### src/wtf_pkg.sv
`default_nettype none

package wtf_pkg;

  localparam logic [7:0] DASH = 8'h2D;
  localparam logic [7:0] UPPER_FIRST = 8'h41;
  localparam logic [7:0] UPPER_LAST = 8'h5A;
  localparam logic [7:0] LOWER_FIRST = 8'h61;
  localparam logic [7:0] LOWER_LAST = 8'h7A;
  localparam logic [7:0] DIGIT_FIRST = 8'h30;
  localparam logic [7:0] DIGIT_LAST = 8'h39;
  localparam logic [7:0] CASE_OFFSET = 8'h20;
  localparam logic [15:0] COUNT_MAX = 16'hFFFF;

  typedef struct packed {
    logic [7:0] in_byte;
    logic       end_of_text;
  } in_t;

  typedef struct packed {
    logic [7:0]  out_char;
    logic        word_end;
    logic [15:0] word_count;
    logic        truncated;
  } out_t;

  typedef enum logic [1:0] {
    S_IDLE,
    S_FETCH,
    S_SEND
  } state_t;

  typedef struct packed {
    logic take;
    logic fetch;
    logic advance;
    logic finish;
  } cmd_t;

  typedef struct packed {
    logic emit_start;
    logic last;
  } status_t;

endpackage

`default_nettype wire

### src/wtf_ctrl.sv
`default_nettype none

module wtf_ctrl
  import wtf_pkg::*;
(
  input  wire logic    clk,
  input  wire logic    rst,
  input  wire logic    in_valid,
  output logic         in_ready,
  output logic         out_valid,
  input  wire logic    out_ready,
  input  wire status_t status,
  output cmd_t         cmd
);

  state_t state;
  state_t state_next;

  always_ff @(posedge clk) begin
    if (rst) begin
      state <= S_IDLE;
    end else begin
      state <= state_next;
    end
  end

  always_comb begin
    state_next = state;
    unique case (state)
      S_IDLE: begin
        if (in_valid && status.emit_start) begin
          state_next = S_FETCH;
        end
      end
      S_FETCH: begin
        state_next = S_SEND;
      end
      S_SEND: begin
        if (out_ready) begin
          state_next = status.last ? S_IDLE : S_FETCH;
        end
      end
      default: begin
        state_next = S_IDLE;
      end
    endcase
  end

  always_comb begin
    in_ready    = 1'b0;
    out_valid   = 1'b0;
    cmd         = '0;
    unique case (state)
      S_IDLE: begin
        in_ready = 1'b1;
        cmd.take = in_valid;
      end
      S_FETCH: begin
        cmd.fetch = 1'b1;
      end
      S_SEND: begin
        out_valid   = 1'b1;
        cmd.advance = out_ready && !status.last;
        cmd.finish  = out_ready && status.last;
      end
      default: begin
        cmd = '0;
      end
    endcase
  end

endmodule

`default_nettype wire

### src/wtf_datapath.sv
`default_nettype none

module wtf_datapath
  import wtf_pkg::*;
#(
  parameter int MAX_WORD = 32
) (
  input  wire logic clk,
  input  wire logic rst,
  input  wire in_t  in_item,
  input  wire cmd_t cmd,
  output status_t   status,
  output out_t      out_item
);

  localparam int AW = $clog2(MAX_WORD);
  localparam int LW = $clog2(MAX_WORD + 1);
  localparam logic [LW-1:0] LEN_MAX = LW'(MAX_WORD);

  logic [7:0]    word_buffer [MAX_WORD];
  logic [7:0]    rd_data;
  logic [LW-1:0] word_length;
  logic          has_letter;
  logic          overflowed;
  logic [15:0]   words_seen;
  logic [AW-1:0] idx;

  logic          is_upper;
  logic          is_letter;
  logic          is_word;
  logic          full;
  logic          flush;
  logic [7:0]    lc_byte;
  logic [LW-1:0] length_next;
  logic          has_letter_next;
  logic          overflowed_next;

  always_comb begin
    is_upper  = (in_item.in_byte >= UPPER_FIRST) && (in_item.in_byte <= UPPER_LAST);
    is_letter = is_upper ||
                ((in_item.in_byte >= LOWER_FIRST) && (in_item.in_byte <= LOWER_LAST));
    is_word   = is_letter || (in_item.in_byte == DASH) ||
                ((in_item.in_byte >= DIGIT_FIRST) && (in_item.in_byte <= DIGIT_LAST));
    lc_byte   = is_upper ? (in_item.in_byte + CASE_OFFSET) : in_item.in_byte;
    full      = (word_length == LEN_MAX);
    length_next     = (is_word && !full) ? (word_length + LW'(1)) : word_length;
    has_letter_next = has_letter || is_letter;
    overflowed_next = overflowed || (is_word && full);
    flush           = !is_word || in_item.end_of_text;
    status.emit_start = flush && has_letter_next;
    status.last       = ((LW'(idx) + LW'(1)) == word_length);
  end

  always_ff @(posedge clk) begin
    if (cmd.take && is_word && !full) begin
      word_buffer[word_length[AW-1:0]] <= lc_byte;
    end
    if (cmd.fetch) begin
      rd_data <= word_buffer[idx];
    end
  end

  always_ff @(posedge clk) begin
    if (rst) begin
      word_length <= '0;
      has_letter  <= 1'b0;
      overflowed  <= 1'b0;
      words_seen  <= '0;
      idx         <= '0;
    end else begin
      if (cmd.take) begin
        if (flush && !has_letter_next) begin
          word_length <= '0;
          has_letter  <= 1'b0;
          overflowed  <= 1'b0;
        end else begin
          word_length <= length_next;
          has_letter  <= has_letter_next;
          overflowed  <= overflowed_next;
        end
        if (status.emit_start) begin
          idx <= '0;
          if (words_seen != COUNT_MAX) begin
            words_seen <= words_seen + 16'd1;
          end
        end
      end
      if (cmd.advance) begin
        idx <= idx + AW'(1);
      end
      if (cmd.finish) begin
        word_length <= '0;
        has_letter  <= 1'b0;
        overflowed  <= 1'b0;
      end
    end
  end

  always_comb begin
    out_item.out_char   = rd_data;
    out_item.word_end   = status.last;
    out_item.word_count = words_seen;
    out_item.truncated  = overflowed;
  end

endmodule

`default_nettype wire

### src/word_tokenizer_filter.sv
// Word tokenizer and filter.
// Text arrives one byte per transfer on the input channel (in_valid, in_ready,
// in_item). Letters, digits and dash are collected, lowercased, in a word
// buffer of MAX_WORD bytes. Any other byte, or a byte marked end_of_text, ends
// the word; a word holding at least one letter is then sent on the output
// channel (out_valid, out_ready, out_item) one byte per transfer, with the
// final byte marked and a saturating count of words sent so far.
// A byte that does not end a word, or ends one without a letter, leaves the
// controller idle. A byte that ends a real word moves it to a fetch state, in
// which a word byte is read from the word buffer, and then to a send state, in
// which that byte is presented; this repeats for each word byte. No input is
// taken while a word is being sent. When the receiver stalls, the current byte
// is held unchanged until it is taken. Reset returns the controller to idle
// and clears the word state and the count; the buffer needs no clearing.
`default_nettype none

module word_tokenizer_filter
  import wtf_pkg::*;
#(
  parameter int MAX_WORD = 32
) (
  input  wire logic clk,
  input  wire logic rst,
  input  wire logic in_valid,
  output logic      in_ready,
  input  wire in_t  in_item,
  output logic      out_valid,
  input  wire logic out_ready,
  output out_t      out_item
);

  cmd_t    cmd;
  status_t status;

  wtf_ctrl u_ctrl (
    .clk       (clk),
    .rst       (rst),
    .in_valid  (in_valid),
    .in_ready  (in_ready),
    .out_valid (out_valid),
    .out_ready (out_ready),
    .status    (status),
    .cmd       (cmd)
  );

  wtf_datapath #(
    .MAX_WORD (MAX_WORD)
  ) u_datapath (
    .clk      (clk),
    .rst      (rst),
    .in_item  (in_item),
    .cmd      (cmd),
    .status   (status),
    .out_item (out_item)
  );

endmodule

`default_nettype wire
### config.mk
export PLATFORM = sky130hd
export DESIGN_NAME = word_tokenizer_filter
export DESIGN_NICKNAME = d
export VERILOG_FILES = /design/src/wtf_pkg.sv /design/src/wtf_ctrl.sv /design/src/wtf_datapath.sv /design/src/word_tokenizer_filter.sv
export SDC_FILE = /design/constraint.sdc
export NUM_CORES = 1
export LEC_CHECK = 0
export ABC_AREA = 1
export ABC_CLOCK_PERIOD_IN_PS = 4200
export BUFFER_PORTS_ARGS = -buffer_cell sky130_fd_sc_hd__buf_4
export CAP_MARGIN = 20
export CORE_UTILIZATION = 34
export CTS_BUF_LIST = sky130_fd_sc_hd__clkbuf_4 sky130_fd_sc_hd__clkbuf_8 sky130_fd_sc_hd__clkbuf_16
export CTS_CLUSTER_DIAMETER = 150
export DETAILED_ROUTE_END_ITERATION = 16
export GPL_TIMING_DRIVEN = 1
export SKIP_LAST_GASP = 1
export SLEW_MARGIN = 10
export SYNTH_ARGS = -nofsm -noshare
export SYNTH_HDL_FRONTEND = slang
export SYNTH_SLANG_ARGS = --single-unit
### constraint.sdc
create_clock -name clk -period 4.2 [get_ports clk]
set_clock_uncertainty 0.1 [all_clocks]
set_input_delay 0.21 -clock clk [delete_from_list [all_inputs] [get_ports clk]]
set_output_delay 0.21 -clock clk [all_outputs]
set_load 0.05 [all_outputs]
==> results_dict.tcl, run 1 <==
set metrics [dict create \
    cts_setup_buffers 0 \
    drive_gt1_frac 0.135 \
    start_util 0.349 \
    avgSynthCellArea_um2 11.6 \
    hp-start "in_item[3]" \
    routedWlPerCell_um 20.4 \
    cts_buffer_depth 3 \
    numCtsBuffers 30 \
    postCtsHoldBufs 5 \
    grt_pass1_vias 8423 \
    dpl.hpwl_mm 20.2 \
    synth_top_area_frac 0.633 \
    cap_violations 0 \
    slew_violations 0 \
    synth-main-ff-cell "edfxtp_1" \
    total_power_w 0.00653 \
    syn_nets 1099 \
    ant_nets 0 \
    cts.repair.resized 0 \
    die_x_um 194 \
    synthTopCellsByArea "edfxtp_1 63%, nor2_1 6.1%, dfxtp_1 5.0%" \
    globalplace.congestion 0.833 \
    grt_pass1_wl_mm 49.2 \
    post-place-ws_ps 1070 \
    drt_iter0_markers 1027 \
    period_needed_ps 3540 \
    period_share 0.842 \
    core-area_um2 35900 \
    fillCellCount 3399 \
    route.met2.wl_mm 14.9 \
    holdPathStages 1 \
    timing.slew.headroom 0.373 \
    rows 69 \
    cts.sinks 295 \
    synth-seq-area-share 0.682 \
    yosys_warnings 0 \
    path_max_fanout 70 \
    layout_setup_ws_ps 664 \
    synth_adder_area_share 0.00899 \
    fmaxAchievable_ghz 0.283 \
    synthArstFlopShare 0 \
    power_density_nw_per_um2 453 \
    syn_inst 1077 \
    worst_setup_path_start_kind "register" \
    hold_path_end "u_datapath.word_buffer[2][2]" \
    hold_viol 0 \
    die_h_um 194 \
    tritoncts "built" \
    yosys.cell_types.count 40 \
    worst_ir_drop_vdd_uv 280 \
    reg2reg_slack_ps 1270 \
    r2r-start "u_datapath.idx[0]" \
    cp-end-kind "primary output" \
    vias 8542 \
    setup_viol 0 \
    nNetsFinal 1128 \
    h-tree-depth 1 \
    status "complete, no violations" \
    cts_root_buf "clkbuf_16" \
    reg2reg_to "u_datapath.rd_data[6]" \
    synth_top_family_by_area "simple AND/OR/NAND/NOR gates" \
    ioPinCount 41 \
    synth-edff-count 264 \
    antenna_found_initial 1 \
    netlist_area_um2 12500 \
    max_slew.worst_pin.slew_ps 938 \
    crit_required_ps 3890 \
    fin_cells 1591 \
    arrival_ps 3230 \
    syn_to_final_growth_pct 15.1 \
    drc_errors 0 \
    vias_per_cell 5.37 \
    hold_class "primary input to register" \
    muxShareOfSynthArea 0.00539 \
    reg2regPathDepth 7 \
    synthSimpleGateAreaFrac 0.136 \
    power.leakage_nw 4.91 \
    setup-tns-final_ps 0 \
    highest_layer "met4" \
    grt_max_degree 74 \
    dpl.cell_count 1530 \
    synth_seq_cells 295 \
    grt_overflow 0 \
    totalWireLength_mm 32.5 \
    met1_length_mm 13.9 \
    synth_compound_area_frac 0.121 \
    port_buffers 40 \
    track_usage 0.169 \
    critPathKind "register to primary output" \
    rsz0062_at_grt "false" \
    firstDrtPassIters 5 \
    yosys.area.top_type "edfxtp_1" \
    yosys.area_share.xor_xnor 0.0140 \
    path_clk_slew_ps 70 \
    clk_latency_ps 560 \
    dieArea_um2 37600 \
    wl_met3_mm 2.83 \
]
[kinds of logic (layout without fill, tap and decap cells)]
| group | after synthesis | count (layout) |
|---|---|---|
| and+or+nand+nor | 380 | 380 |
| AOI/OAI and AO/OA | 269 | 269 |
| muxes | 6 | 6 |
| adders and majority gates | 9 | 9 |
| xor gates and xnor gates | 20 | 20 |
| buffers and inverters | 98 | 150 |
| DFF | 295 | 295 |
| other | 0 | 1 |
[routing by layer]
metal | vias to the layer above | global-route usage
met2 | 378 | 0.269
met5 | - | 0
li1 | 3979 | -
met1 | 4121 | 0.235
met3 | 64 | 0.0299
met4 | 0 | 0.0541
[critical path, cell delays in order, from the launching register on]
cell and delay (ps):
dfxtp_4 690, buf_4 640, nand2_4 260, o21ai_1 190, nand2_1 100, inv_2 60, nand2_1 50, a21oi_2 180
nand2_4 100, inv_2 120, buf_4 210
[synth_stat cells, types with 2 or more instances]
cell type / count
buf_6: 3
buf_2: 13
clkbuf_1: 39
a21oi_1: 37
nand4_1: 18
nand3_1: 44
inv_2: 12
o22ai_1: 70
nand3b_1: 2
nand2_4: 5
xor2_1: 18
nor2_1: 204
or2_1: 2
nand3_2: 3
inv_1: 26
buf_4: 3
edfxtp_1: 264
nor2_2: 3
nand2_2: 6
nor3_1: 7
o21ai_1: 25
mux2_2: 6
o221ai_1: 12
ha_1: 9
xnor2_1: 2
dfxtp_1: 31
o21ai_0: 120
nand2_1: 79
nand3_4: 2
a21oi_4: 2
[final cells by class]
| class | count | area, um^2 | area share |
|---|---|---|---|
| diodes | 1 | 2.50 | 0.000174 |
| clock buffers | 32 | 766 | 0.0531 |
| clock inverters | 23 | 349 | 0.0242 |
| inverters | 39 | 148 | 0.0102 |
| multi-input cells | 684 | 3580 | 0.248 |
| flip-flops and latches | 295 | 8550 | 0.593 |
| well taps | 461 | 577 | 0.0400 |
| repair buffers | 56 | 445 | 0.0309 |
[how the worst max path moves through the flow]
| stage | startpoint | endpoint | depth (start not counted) |
|---|---|---|---|
| after floorplan | u_ctrl.state[1] | u_datapath.word_buffer[0][0] | 7 |
| after global placement | in_item[2] | u_datapath.word_buffer[22][5] | 11 |
| after detailed placement | in_item[2] | u_datapath.word_buffer[3][2] | 11 |
| after CTS | u_datapath.idx[0] | out_item[17] | 10 |
| after global routing | u_datapath.idx[0] | out_item[17] | 10 |
| final | u_datapath.idx[0] | out_item[17] | 10 |
[power breakdown]
group | total [W] | leakage (nW) | switching [W] | internal (W)
Combinational | 0.000321 | 1.74 | 0.000246 | 0.0000756
Sequential | 0.00324 | 2.63 | 0.0000144 | 0.00322
Clock | 0.00297 | 0.544 | 0.00115 | 0.00182
[state kept, by name, summed over array words and instances, names as in the netlist]
signal and cells:
u_ctrl.state 2, u_datapath.has_letter 1, u_datapath.idx 5, u_datapath.overflowed 1
u_datapath.rd_data 8, u_datapath.word_buffer 256, u_datapath.word_length 6, u_datapath.words_seen 16
[placed cells by master, fill, tap and decap left out, types with 6 or more instances in the layout]
cell and instances:
ha_1 9, dfxtp_1 29, nand3_1 44, o221ai_1 12
clkinv_2 8, nand2_1 78, buf_4 50, inv_1 26
o21ai_1 25, mux2_2 6, clkbuf_16 30, o22ai_1 70
nor3_1 7, bufinv_16 8, nand4_1 18, nand2_2 7
o21ai_0 119, edfxtp_1 264, xor2_1 17, inv_2 11
nor2_1 204, a21oi_1 37
[through the flow]
step	area, um^2	hold WS [ps]	util
floorplan	12500	179	-
global placement	13300	363	0.369
detailed placement	13300	360	0.369
CTS	14400	2.38	0.401
global route	14400	33.8	0.401
finish	14400	21.2	0.402
Power figures use the tool's default switching activity.
==> run 2, diff against run 1 <==
--- a/config.mk
+++ b/config.mk
@@ -6,7 +6,7 @@
 export NUM_CORES = 1
 export LEC_CHECK = 0
 export ABC_AREA = 1
-export ABC_CLOCK_PERIOD_IN_PS = 4200
+export ABC_CLOCK_PERIOD_IN_PS = 3650
 export BUFFER_PORTS_ARGS = -buffer_cell sky130_fd_sc_hd__buf_4
 export CAP_MARGIN = 20
 export CORE_UTILIZATION = 34
==> constraint.sdc (replaced) <==
create_clock -name clk -period 3.65 [get_ports clk]
set_clock_uncertainty 0.1 [all_clocks]
set_input_delay 0.1825 -clock clk [delete_from_list [all_inputs] [get_ports clk]]
set_output_delay 0.1825 -clock clk [all_outputs]
set_load 0.05 [all_outputs]
==> run 2 against run 1 <==
Net effect:
- register-to-register slack got worse by 360 ps
- power rose by 13%
- sequential power rose by 15%
- design area fell by 0.14%
- routed wire length did not move
- combinational power rose by 16%
- sequential share of layout area rose by 0.082 points
- die area did not move
- global-route usage rose by 0.17 points
- cell count rose by 0.31%
- via count barely moved
- critical endpoint unchanged
==> results_dict.tcl, run 2 (synthesis results as in run 1) <==
set metrics [dict create \
    setup-tns-final_ps 0 \
    routedWlPerCell_um 20.3 \
    ant_nets 0 \
    status "complete, no violations" \
    port_buffers 40 \
    track_usage 0.171 \
    firstDrtPassIters 5 \
    slew_violations 0 \
    max_slew.worst_pin.slew_ps 916 \
    rsz0062_at_grt "false" \
    layout_setup_ws_ps 444 \
    crit_chain "buf_4 > nand2_4 > o21ai_1 > nand2_1 > inv_2 > nand2_1 > a21oi_2 > nand2_4 > inv_2 > buf_4" \
    start_util 0.349 \
    fillCellCount 3453 \
    max_stage_delay_ps 730 \
    regArea_um2 8550 \
    worst_setup_path_start_kind "register" \
    drc_errors 0 \
    crit_slowest_cell "dfxtp_2" \
    die_x_um 194 \
    path_clk_slew_ps 60 \
    globalplace.congestion 0.832 \
    totalWireLength_mm 32.5 \
    cp-end-kind "primary output" \
    crit_required_ps 3370 \
    ioPinCount 41 \
    arrival_ps 2920 \
    grt_overflow 0 \
    post-place-ws_ps 735 \
    tritoncts "built" \
    hold_viol 0 \
    critPathKind "register to primary output" \
    nNetsFinal 1133 \
    numCtsBuffers 31 \
    vias 8549 \
    cts.sinks 295 \
    path_max_fanout 34 \
    power_density_nw_per_um2 511 \
    power.leakage_nw 4.92 \
    cts_buffer_depth 3 \
    timing.slew.headroom 0.387 \
    syn_to_final_growth_pct 14.9 \
    largest_reg_flops 256 \
    cap_violations 0 \
    dieArea_um2 37600 \
    drt_iter0_markers 814 \
    holdPathStages 1 \
    h-tree-depth 1 \
    dpl.hpwl_mm 20.3 \
    n_antenna_cell 0 \
    worst_ir_drop_vdd_uv 351 \
    die_h_um 194 \
    rows 69 \
    hold_class "primary input to register" \
    whs_ps 37.7 \
    period_share 0.878 \
    antenna_found_initial 0 \
    clk_latency_ps 570 \
    cts_root_buf "clkbuf_16" \
    fmaxAchievable_ghz 0.312 \
    grt_pass1_vias 8460 \
    grt_max_degree 74 \
    drive_gt1_frac 0.137 \
    vias_per_cell 5.36 \
    mostFrequentLayoutCells "264 x edfxtp_1, 204 x nor2_1, 119 x o21ai_0, 78 x nand2_1, 70 x o22ai_1" \
    multi_input_area_um2 3580 \
    setup_viol 0 \
    grt_pass1_wl_mm 49.7 \
    final_common_cell "edfxtp_1" \
    core-area_um2 35900 \
    reg2regPathDepth 6 \
    period_needed_ps 3210 \
]
[run 2: worst paths after layout]
kind	slack [ps]	end	start
worst min-delay path	40	u_datapath.word_buffer[10][4]	in_item[5]
worst max register to register	910	u_datapath.rd_data[1]	u_datapath.idx[1]
worst max-delay path	440	out_item[17]	u_datapath.idx[1]
worst min register to register	410	u_datapath.words_seen[8]	u_datapath.words_seen[8]
[run 2: critical path: cells and delay by family, from the launching register on]
kind / cells / cell delay [ps]
flops: 1 / 730
compound gates: 2 / 350
buf+inv: 4 / 810
simple gates: 4 / 450
[run 2: where the power goes]
part           total (W)  leakage (nW)  switching [W]  internal (W)
combinational   0.000372          1.76       0.000284     0.0000880
clock            0.00327         0.532        0.00130       0.00197
sequential       0.00373          2.63      0.0000150       0.00371
total            0.00736          4.92        0.00160       0.00577
[run 2: metal layers]
| metal | part of all wire | up-vias | global-route usage |
|---|---|---|---|
| met1 | 0.44 | 4159 | 0.237 |
| met3 | 0.079 | 58 | 0.0343 |
| met4 | 0.027 | 0 | 0.0556 |
| met2 | 0.45 | 345 | 0.269 |
| li1 | - | 3987 | - |
| met5 | 0 | - | 0 |
[run 2: per-stage QoR]
| step | cells | instance area (um^2) | utilization | power (W) |
|---|---|---|---|---|
| 2_1_floorplan | 1077 | 12500 | - | 0.00400 |
| 5_1_grt | 1596 | 14400 | 0.401 | 0.00758 |
| 3_3_place_gp | 1534 | 13300 | 0.370 | 0.00416 |
| 6_report | 1596 | 14400 | 0.401 | 0.00736 |
| 4_1_cts | 1596 | 14400 | 0.401 | 0.00742 |
| 3_5_place_dp | 1534 | 13300 | 0.370 | 0.00417 |
[run 2: what timing repair did]
item / in CTS / in global routing
hold buffers: 5 / 0
setup buffers: 0 / 0
hold endpoints to repair: 31 / 0
gates resized for setup: 0 / 0
[run 2: area by class of cell]
type / count / share of cell area
clock buffer: 37 / 0.0574
inverter: 39 / 0.0103
sequential: 295 / 0.594
multi-input combinational: 684 / 0.249
clock inverter: 20 / 0.0167
timing repair buffer: 60 / 0.0330
tap: 461 / 0.0401
